===== config.mk =====
export PLATFORM = sky130hd
export DESIGN_NAME = dense_pool_slot_allocator
export DESIGN_NICKNAME = d
export VERILOG_FILES = /design/src/sv/dpsa_pkg.sv /design/src/sv/dpsa_slot_ram.sv /design/src/sv/dpsa_ctrl.sv /design/src/sv/dpsa_out_reg.sv /design/src/sv/dense_pool_slot_allocator.sv
export SDC_FILE = /design/constraint.sdc
export NUM_CORES = 2
export LEC_CHECK = 0
export BUFFER_PORTS_ARGS = -buffer_cell sky130_fd_sc_hd__buf_2
export CAP_MARGIN = 10
export CORE_ASPECT_RATIO = 0.5
export CORE_MARGIN = 5
export CORE_UTILIZATION = 23
export DETAILED_ROUTE_END_ITERATION = 8
export REMOVE_ABC_BUFFERS = 1
export SLEW_MARGIN = 20
export SYNTH_ARGS = -nofsm -noshare
export SYNTH_HDL_FRONTEND = slang
export SYNTH_HIERARCHICAL = 1
export SYNTH_SLANG_ARGS = --single-unit
export TNS_END_PERCENT = 30

===== constraint.sdc =====
create_clock -name clk -period 8.1 [get_ports clk]
set_input_delay 0.81 -clock clk [delete_from_list [all_inputs] [get_ports clk]]
set_output_delay 0.81 -clock clk [all_outputs]
set_load 0.1 [all_outputs]

===== src/sv/dpsa_pkg.sv =====
// Shared constants, codes and types of the dense pool slot allocator.
package dpsa_pkg;

	// Pool geometry
	localparam int POOL_SIZE = 256;
	localparam int IDX_W     = $clog2(POOL_SIZE);
	localparam int CNT_W     = $clog2(POOL_SIZE + 1);

	// Port field widths
	localparam int OPC_W   = 2;
	localparam int POS_W   = 8;
	localparam int HDL_W   = 8;
	localparam int GRANT_W = 8;
	localparam int ST_W    = 2;
	localparam int LIVE_W  = 9;

	// Width that holds a count, a position, a handle or a table entry
	localparam int CMP_W = (CNT_W > POS_W) ? CNT_W : POS_W;

	// Operation codes
	localparam logic [OPC_W-1:0] OP_ALLOC       = 2'd0;
	localparam logic [OPC_W-1:0] OP_FREE_POS    = 2'd1;
	localparam logic [OPC_W-1:0] OP_FREE_HANDLE = 2'd2;

	// Status codes
	localparam logic [ST_W-1:0] ST_OK       = 2'd0;
	localparam logic [ST_W-1:0] ST_FULL     = 2'd1;
	localparam logic [ST_W-1:0] ST_BAD_POS  = 2'd2;
	localparam logic [ST_W-1:0] ST_NOT_LIVE = 2'd3;

	// Slot table access request from the sequencer
	typedef struct packed {
		logic             rd_en;
		logic [IDX_W-1:0] rd_addr_a;
		logic [IDX_W-1:0] rd_addr_b;
		logic             wr_en;
		logic [IDX_W-1:0] wr_addr;
		logic [IDX_W-1:0] wr_data;
	} ram_req_t;

	// One result item
	typedef struct packed {
		logic [GRANT_W-1:0] granted;
		logic [ST_W-1:0]    status;
		logic [LIVE_W-1:0]  live;
	} result_t;

endpackage


===== src/sv/dpsa_slot_ram.sv =====
// Slot table memory: one write port, two registered read ports, identity reset map.
module dpsa_slot_ram (
	input  logic                    clk,
	input  logic                    arst_n,
	input  dpsa_pkg::ram_req_t      req,
	output logic [dpsa_pkg::IDX_W-1:0] rd_data_a,
	output logic [dpsa_pkg::IDX_W-1:0] rd_data_b
);

	logic [dpsa_pkg::IDX_W-1:0]     mem [dpsa_pkg::POOL_SIZE];
	logic [dpsa_pkg::POOL_SIZE-1:0] written_q;
	logic [dpsa_pkg::IDX_W-1:0]     mem_a_q;
	logic [dpsa_pkg::IDX_W-1:0]     mem_b_q;
	logic [dpsa_pkg::IDX_W-1:0]     addr_a_q;
	logic [dpsa_pkg::IDX_W-1:0]     addr_b_q;
	logic                           vld_a_q;
	logic                           vld_b_q;

	// Write port and registered reads
	always_ff @(posedge clk) begin
		if (req.wr_en) begin
			mem[req.wr_addr] <= req.wr_data;
		end
		if (req.rd_en) begin
			mem_a_q  <= mem[req.rd_addr_a];
			mem_b_q  <= mem[req.rd_addr_b];
			addr_a_q <= req.rd_addr_a;
			addr_b_q <= req.rd_addr_b;
			vld_a_q  <= written_q[req.rd_addr_a];
			vld_b_q  <= written_q[req.rd_addr_b];
		end
	end

	// Track entries written since reset
	always_ff @(posedge clk or negedge arst_n) begin
		if (!arst_n) begin
			written_q <= '0;
		end else if (req.wr_en) begin
			written_q[req.wr_addr] <= 1'b1;
		end
	end

	// An entry never written holds its own index
	assign rd_data_a = vld_a_q ? mem_a_q : addr_a_q;
	assign rd_data_b = vld_b_q ? mem_b_q : addr_b_q;

endmodule


===== src/sv/dpsa_ctrl.sv =====
// Operation sequencer: live count, table read-modify-write and handle search.
module dpsa_ctrl (
	input  logic                          clk,
	input  logic                          arst_n,
	input  logic                          in_valid,
	output logic                          in_ready,
	input  logic [dpsa_pkg::OPC_W-1:0]    opcode,
	input  logic [dpsa_pkg::POS_W-1:0]    position,
	input  logic [dpsa_pkg::HDL_W-1:0]    handle,
	output dpsa_pkg::ram_req_t            ram_req,
	input  logic [dpsa_pkg::IDX_W-1:0]    rd_data_a,
	input  logic [dpsa_pkg::IDX_W-1:0]    rd_data_b,
	input  logic                          out_free,
	output logic                          res_load,
	output dpsa_pkg::result_t             res
);

	localparam logic [2:0] S_IDLE   = 3'd0;
	localparam logic [2:0] S_ALLOC  = 3'd1;
	localparam logic [2:0] S_SEARCH = 3'd2;
	localparam logic [2:0] S_SWAP   = 3'd3;
	localparam logic [2:0] S_FIN    = 3'd4;
	localparam logic [2:0] S_RESP   = 3'd5;

	logic [2:0]                    state_q, state_d;
	logic [dpsa_pkg::CNT_W-1:0]    count_q, count_d;
	logic [dpsa_pkg::IDX_W-1:0]    idx_q, idx_d;
	logic [dpsa_pkg::IDX_W-1:0]    pos_q, pos_d;
	logic [dpsa_pkg::HDL_W-1:0]    hdl_q, hdl_d;
	logic [dpsa_pkg::IDX_W-1:0]    held_q, held_d;
	logic [dpsa_pkg::ST_W-1:0]     status_q, status_d;
	logic [dpsa_pkg::IDX_W-1:0]    last_idx;
	logic                          pos_ok;
	logic                          not_full;
	logic                          hit;

	assign last_idx = dpsa_pkg::IDX_W'(count_q - dpsa_pkg::CNT_W'(1));
	assign pos_ok   = dpsa_pkg::CMP_W'(position) < dpsa_pkg::CMP_W'(count_q);
	assign not_full = count_q < dpsa_pkg::CNT_W'(dpsa_pkg::POOL_SIZE);
	assign hit      = dpsa_pkg::CMP_W'(rd_data_a) == dpsa_pkg::CMP_W'(hdl_q);
	assign in_ready = (state_q == S_IDLE);

	// Sequence one operation at a time; reads and writes never overlap on the table
	always_comb begin
		state_d  = state_q;
		count_d  = count_q;
		idx_d    = idx_q;
		pos_d    = pos_q;
		hdl_d    = hdl_q;
		held_d   = held_q;
		status_d = status_q;
		ram_req  = '0;
		res_load = 1'b0;
		res      = '0;
		case (state_q)
			S_IDLE: begin
				if (in_valid) begin
					case (opcode)
						dpsa_pkg::OP_ALLOC: begin
							if (not_full) begin
								ram_req.rd_en     = 1'b1;
								ram_req.rd_addr_a = dpsa_pkg::IDX_W'(count_q);
								ram_req.rd_addr_b = dpsa_pkg::IDX_W'(count_q);
								state_d           = S_ALLOC;
							end else begin
								status_d = dpsa_pkg::ST_FULL;
								state_d  = S_RESP;
							end
						end
						dpsa_pkg::OP_FREE_POS: begin
							if (pos_ok) begin
								ram_req.rd_en     = 1'b1;
								ram_req.rd_addr_a = dpsa_pkg::IDX_W'(position);
								ram_req.rd_addr_b = last_idx;
								pos_d             = dpsa_pkg::IDX_W'(position);
								state_d           = S_SWAP;
							end else begin
								status_d = dpsa_pkg::ST_BAD_POS;
								state_d  = S_RESP;
							end
						end
						dpsa_pkg::OP_FREE_HANDLE: begin
							if (count_q != '0) begin
								ram_req.rd_en     = 1'b1;
								ram_req.rd_addr_a = last_idx;
								ram_req.rd_addr_b = last_idx;
								idx_d             = last_idx;
								hdl_d             = handle;
								state_d           = S_SEARCH;
							end else begin
								status_d = dpsa_pkg::ST_NOT_LIVE;
								state_d  = S_RESP;
							end
						end
						default: begin
							status_d = dpsa_pkg::ST_OK;
							state_d  = S_RESP;
						end
					endcase
				end
			end
			S_ALLOC: begin
				if (out_free) begin
					res_load    = 1'b1;
					res.granted = dpsa_pkg::GRANT_W'(rd_data_a);
					res.status  = dpsa_pkg::ST_OK;
					res.live    = dpsa_pkg::LIVE_W'(count_q + dpsa_pkg::CNT_W'(1));
					count_d     = count_q + dpsa_pkg::CNT_W'(1);
					state_d     = S_IDLE;
				end
			end
			S_SEARCH: begin
				// Walk down from the top live entry; port B keeps the last entry
				if (hit) begin
					pos_d   = idx_q;
					state_d = S_SWAP;
				end else if (idx_q == '0) begin
					status_d = dpsa_pkg::ST_NOT_LIVE;
					state_d  = S_RESP;
				end else begin
					ram_req.rd_en     = 1'b1;
					ram_req.rd_addr_a = idx_q - dpsa_pkg::IDX_W'(1);
					ram_req.rd_addr_b = last_idx;
					idx_d             = idx_q - dpsa_pkg::IDX_W'(1);
				end
			end
			S_SWAP: begin
				// Move the last live handle into the freed position
				held_d          = rd_data_a;
				ram_req.wr_en   = 1'b1;
				ram_req.wr_addr = pos_q;
				ram_req.wr_data = rd_data_b;
				state_d         = S_FIN;
			end
			S_FIN: begin
				if (out_free) begin
					ram_req.wr_en   = 1'b1;
					ram_req.wr_addr = last_idx;
					ram_req.wr_data = held_q;
					res_load        = 1'b1;
					res.status      = dpsa_pkg::ST_OK;
					res.live        = dpsa_pkg::LIVE_W'(count_q - dpsa_pkg::CNT_W'(1));
					count_d         = count_q - dpsa_pkg::CNT_W'(1);
					state_d         = S_IDLE;
				end
			end
			S_RESP: begin
				if (out_free) begin
					res_load   = 1'b1;
					res.status = status_q;
					res.live   = dpsa_pkg::LIVE_W'(count_q);
					state_d    = S_IDLE;
				end
			end
			default: begin
				state_d = S_IDLE;
			end
		endcase
	end

	// Control state
	always_ff @(posedge clk or negedge arst_n) begin
		if (!arst_n) begin
			state_q <= S_IDLE;
			count_q <= '0;
		end else begin
			state_q <= state_d;
			count_q <= count_d;
		end
	end

	// Operation operands
	always_ff @(posedge clk) begin
		idx_q    <= idx_d;
		pos_q    <= pos_d;
		hdl_q    <= hdl_d;
		held_q   <= held_d;
		status_q <= status_d;
	end

`ifndef SYNTHESIS
	a_count_range: assert property (@(posedge clk) disable iff (!arst_n)
		count_q <= dpsa_pkg::CNT_W'(dpsa_pkg::POOL_SIZE))
		else $error("live count above pool size");
	a_count_on_result: assert property (@(posedge clk) disable iff (!arst_n)
		!res_load |=> count_q == $past(count_q))
		else $error("live count changed without a result");
	a_full_status: assert property (@(posedge clk) disable iff (!arst_n)
		(res_load && res.status == dpsa_pkg::ST_FULL) |->
		count_q == dpsa_pkg::CNT_W'(dpsa_pkg::POOL_SIZE))
		else $error("full reported with free slots");
	a_write_states: assert property (@(posedge clk) disable iff (!arst_n)
		ram_req.wr_en |-> (state_q == S_SWAP || state_q == S_FIN))
		else $error("table write outside swap");
	a_search_index: assert property (@(posedge clk) disable iff (!arst_n)
		state_q == S_SEARCH |-> dpsa_pkg::CMP_W'(idx_q) < dpsa_pkg::CMP_W'(count_q))
		else $error("search index beyond live entries");
`endif

endmodule


===== src/sv/dpsa_out_reg.sv =====
// Output register of the result channel.
module dpsa_out_reg (
	input  logic                            clk,
	input  logic                            arst_n,
	input  logic                            load,
	input  dpsa_pkg::result_t               res,
	output logic                            out_free,
	output logic                            out_valid,
	input  logic                            out_ready,
	output logic [dpsa_pkg::GRANT_W-1:0]    granted_handle,
	output logic [dpsa_pkg::ST_W-1:0]       status,
	output logic [dpsa_pkg::LIVE_W-1:0]     live_after
);

	logic              valid_q;
	dpsa_pkg::result_t res_q;

	// Slot is free when empty or when its result transfers this cycle
	assign out_free = !valid_q || out_ready;

	always_ff @(posedge clk or negedge arst_n) begin
		if (!arst_n) begin
			valid_q <= 1'b0;
		end else if (out_free) begin
			valid_q <= load;
		end
	end

	// Hold the payload until it transfers
	always_ff @(posedge clk) begin
		if (load && out_free) begin
			res_q <= res;
		end
	end

	assign out_valid      = valid_q;
	assign granted_handle = res_q.granted;
	assign status         = res_q.status;
	assign live_after     = res_q.live;

endmodule


===== src/sv/dense_pool_slot_allocator.sv =====
// Dense pool slot allocator: 256 handles kept as a permutation table with a live count.
//
// Input channel (in_valid/in_ready) takes opcode, position and handle; the
// result channel (out_valid/out_ready) returns granted_handle, status and
// live_after, one result per input in order. in_ready is high whenever the
// sequencer is idle, also while a result waits in the output register.
// Steps from the input transfer until the result is loaded: allocate reads
//   the entry at the live count; free by position reads that position and
//   the last live entry, then writes the two swapped; free by handle walks
//   down from the top live entry to the match, then swaps like a position;
//   a miss, rejected operations and the unused opcode load a status only.
// The next input is taken the cycle after the result is loaded, so an
// allocate stream takes a new item only once the previous one is done. The
// registered read of the slot table and its single write port (a free needs
// two writes) bound the stream; the handle search reads one entry per cycle.
// Reset (arst_n low) empties the pool: live count zero, entry i holds
// handle i via per-entry written flags, no clearing pass needed.
// When a result waits in the output register and out_ready is low, a
// finished operation holds in the sequencer until it frees up; no result is dropped.
module dense_pool_slot_allocator (
	input  logic                            clk,
	input  logic                            arst_n,
	input  logic                            in_valid,
	output logic                            in_ready,
	input  logic [dpsa_pkg::OPC_W-1:0]      opcode,
	input  logic [dpsa_pkg::POS_W-1:0]      position,
	input  logic [dpsa_pkg::HDL_W-1:0]      handle,
	output logic                            out_valid,
	input  logic                            out_ready,
	output logic [dpsa_pkg::GRANT_W-1:0]    granted_handle,
	output logic [dpsa_pkg::ST_W-1:0]       status,
	output logic [dpsa_pkg::LIVE_W-1:0]     live_after
);

	dpsa_pkg::ram_req_t            ram_req;
	logic [dpsa_pkg::IDX_W-1:0]    rd_data_a;
	logic [dpsa_pkg::IDX_W-1:0]    rd_data_b;
	logic                          out_free;
	logic                          res_load;
	dpsa_pkg::result_t             res;

	dpsa_ctrl u_ctrl (
		.clk       (clk),
		.arst_n    (arst_n),
		.in_valid  (in_valid),
		.in_ready  (in_ready),
		.opcode    (opcode),
		.position  (position),
		.handle    (handle),
		.ram_req   (ram_req),
		.rd_data_a (rd_data_a),
		.rd_data_b (rd_data_b),
		.out_free  (out_free),
		.res_load  (res_load),
		.res       (res)
	);

	dpsa_slot_ram u_ram (
		.clk       (clk),
		.arst_n    (arst_n),
		.req       (ram_req),
		.rd_data_a (rd_data_a),
		.rd_data_b (rd_data_b)
	);

	dpsa_out_reg u_out (
		.clk            (clk),
		.arst_n         (arst_n),
		.load           (res_load),
		.res            (res),
		.out_free       (out_free),
		.out_valid      (out_valid),
		.out_ready      (out_ready),
		.granted_handle (granted_handle),
		.status         (status),
		.live_after     (live_after)
	);

endmodule


==> reports/metrics.yaml <==
die:
  fp-row-count: 182
  die_area_um2: 508000
  floorplan.io_pins: 43
  fp.dieH_um: 507
  initial_core_util_pct: 23.1
  dieWidth_mm: 1.00
  core_area_um2: 491000
setup_path:
  path_cells: "nor3b_2, o41a_1, o21ai_4, o22ai_4, buf_12, buf_4, mux4_2, a22oi_1, a21oi_1, nor4_1, buf_4, nor3_1"
  r2r_end: "u_ram/mem_a_q[2]"
  cp_data_arrival_time_ns: 7.87
  worstSetupPathType: "flop to flop"
  timing.critical_path.required_ns: 8.69
  critical_path.max_stage_delay_ns: 1.14
  rr_startpoint: "u_ctrl/state_q[2]"
  worstPathMaxFanout: 50
  r2r.worst_path.cells: 12
  timing.reg2reg.setup_slack_ns: 0.82
  worst_setup_path_end_kind: "flop"
  cpMaxStageDelayCell: "nor4_1"
  worst_path_most_repeated_cell: "buf_4"
  critical_path.startpoint_type: "flop"
  crit_start: "u_ctrl/state_q[2]"
sta:
  skew_final_ns: 0.0553
  maxSlewViolCount: 0
  fin_crit_ns: 7.28
  grt_setup_unrepaired: "false"
  post-route-period-util_pct: 89.9
  report.final.setup_viol: 0
  max_clock_freq_mhz: 137
  max-slew-margin-rel_pct: 8.86
  worst_slew_pin_slew_ns: 1.36
  min_hold_slack_ns: 0.138
  hold_viol_final: 0
route:
  first_pass_iters: 6
  routed-wl-met2_mm: 177
  routed-via-count: 70800
  drtAntennaViolNets: 0
  wire_per_inst_um: 29.1
  detail_route.vias_per_cell: 5.30
  final_routed_wirelength_mm: 389
  highest-signal-layer: "met5"
  first_iter_violations: 10300
  met1_length_mm: 145
  drc: 0
  wl_met3_mm: 43.8
pwr:
  leakage_power_of_the_design_nw: 40.7
  power-per-cell-area_nw_per_um2: 337
  max-vdd-ir-drop_mv: 0.242
  cell_internal_pwr_mw: 27.8
  net-switching-power_mw: 16.3
  p_total_mw: 44.0
  power.switching_fraction_pct: 36.9
  power_frac_clock_pct: 27.9
  sequentialPowerShare_pct: 33.9
  p_comb_share_pct: 38.2
clock_network:
  clock_tree.buffer_depth: 4
  tritoncts: "yes"
  cts-htree-levels: 5
  cts_sinks: 2404
  tritoncts.num_buffers: 267
  clk_latency_ns: 0.88
  cts_root_buf: "clkbuf_16"
  clk_pin_slew_worst_paths_ns: 0.06
cells_and_area:
  final_net_count: 6630
  final_common_cell: "edfxtp_1"
  final_area_um2: 131000
  most-common-layout-cells: "edfxtp_1 (2135), mux4_2 (950), mux2i_1 (386)"
  final_layout_size_suffix_gt1_share_pct: 30.9
  areaGrowthSynthToFinish_pct: 15.4
global_routing:
  groute.usage.overall_pct: 14.7
  wire_length_of_the_first_global_routing_pass_mm: 546
  first_global_vias: 69900
  antenna_found_initial: 20
  final_global_route_overflow_total: 0
  maximum_number_of_pins_on_one_net_before_global_route_repair: 193
yosys:
  netlist_area_um2: 113000
  synth_cell_types: 85
  syn-instance-count: 6508
  ys_async_sr_fraction_pct: 11.2
  ys_ff_latch: 2404
  seq_area_frac_synth_pct: 62.5
  synth_warnings: 6
  synth_flop_cell: "edfxtp_1"
  avg_inst_size_synth_um2: 17.4
  synth_enable_flop_cells: 2135
flow_run:
  cap_violations: 0
worst_hold_path:
  holdCritPathClass: "input port to flop"
  holdCritStartpoint: "handle[4]"
  hold_end: "u_ctrl/hdl_q[4]"
  hold_path_cells: 1
status:
  run_status: "finished clean"
placement:
  placement.cell_area_um2: 122000
  dp_hpwl_mm: 254
  portBuffers: 42
  routabilityCongestion: 0.922
power by group through the flow:
stage	Combinational, mW	Clock, mW	Sequential, mW
6_report	16.8	12.3	14.9
5_1_grt	17.2	13.0	14.9
4_1_cts	16.5	12.4	14.9
3_5_place_dp	16.4	0	15.2
3_3_place_gp	16.3	0	15.2
2_1_floorplan	10.4	0	15.5
sequential cells by signal (all words and copies together) (netlist names):
signal	cells
u_ram/addr_a_q	8
u_ctrl/held_q	8
u_out/out_valid	1
u_ram/mem	2048
u_out/live_after	9
u_out/granted_handle	8
u_ctrl/pos_q	8
u_ctrl/state_q	3
u_out/status	2
u_ram/vld_a_q	1
u_ctrl/hdl_q	8
u_ram/mem_b_q	8
u_ctrl/count_q	9
u_ctrl/idx_q	8
u_ram/vld_b_q	1
u_ram/mem_a_q	8
u_ctrl/status_q	2
u_ram/addr_b_q	8
u_ram/written_q	256
synthesized netlist by cell type, drive strengths merged, types with 27 or more instances:
library cell / n / area [um^2]
edfxtp: 2135 / 64100
mux4: 951 / 21400
mux2i: 387 / 3870
nor2: 342 / 1290
a22oi: 293 / 2200
buf: 289 / 2300
dfrtp: 269 / 6730
or2: 268 / 1680
clkbuf: 219 / 822
a21oi: 167 / 836
nand2: 159 / 597
o22ai: 112 / 701
o221ai: 94 / 842
o21ai: 85 / 425
a22o: 72 / 631
nand3: 60 / 300
a211oi: 59 / 448
nor3: 59 / 310
mux2: 54 / 608
a221oi: 43 / 377
nor2b: 42 / 270
nor4: 41 / 275
nand4: 31 / 194
xnor2: 27 / 236
stage by stage:
| stage | cells | setup TNS [ns] | setup WS (ns) | util, % |
|---|---|---|---|---|
| 4_1_cts | 13300 | 0 | 1.04 | 26.6 |
| 3_5_place_dp | 12900 | 0 | 0.864 | 24.8 |
| 3_3_place_gp | 12800 | 0 | 0.810 | 24.8 |
| 5_1_grt | 13300 | 0 | 0.742 | 26.6 |
| 6_report | 13300 | 0 | 0.820 | 26.6 |
| 2_1_floorplan | 6000 | -1184.18 | -60.29 | - |
what timing repair did:
item | CTS | global route
buffers inserted | 0 | 0
setup endpoints to repair | 0 | 0
hold endpoints to repair | 42 | 0
hold buffers | 1 | 0
gates resized for setup | 0 | 0
area by class of cell:
type	instances	area, um^2
tap	6532	8170
sequential	2404	70800
inverter	26	98.8
clock inverter	109	1310
fill	49100	361000
timing repair buffer	324	3000
antenna	14	35.0
multi-input combinational	3570	40000
clock buffer	368	7410
logic make-up (layout without fill, tap and decap cells):
group / Yosys count / in the layout / synth area share (%)
AO/OA/AOI/OAI: 1044 / 1044 / 6.59
flip-flops: 2404 / 2404 / 62.5
adder cells (fa/ha/maj): 15 / 15 / 0.165
other: 0 / 14 / 0
AND/OR/NAND/NOR: 1091 / 1091 / 4.89
multiplexers: 1392 / 1392 / 22.8
XOR/XNOR: 28 / 28 / 0.216
buffers and inverters: 534 / 827 / 2.84
worst max-delay path by stage:
stage                              endpoint  slack [ns]  cells after the start
after floorplan           u_ram/addr_b_q[0]      -60.29                      5
after global placement     u_ram/mem_a_q[6]        0.81                     16
after detailed placement   u_ram/mem_a_q[2]        0.86                     16
after CTS                  u_ram/mem_a_q[2]        1.04                     12
after global routing       u_ram/mem_a_q[2]        0.74                     16
final                      u_ram/mem_a_q[2]        0.82                     12
metal layers:
metal  track usage [%]  vias to the layer above
li1                  -                    27400
met1              18.9                    37700
met2              23.0                     4742
met3              3.68                      965
met4              7.31                        9
met5                 0                        -
critical path: cells and delay by family (launching register included):
| kind | cells | cell delay [ns] |
|---|---|---|
| flops | 1 | 0.72 |
| buf+inv | 3 | 1.16 |
| mux | 1 | 0.55 |
| compound gates | 5 | 2.51 |
| simple gates | 3 | 1.89 |
Note: power is estimated with default switching activity, not from simulation.
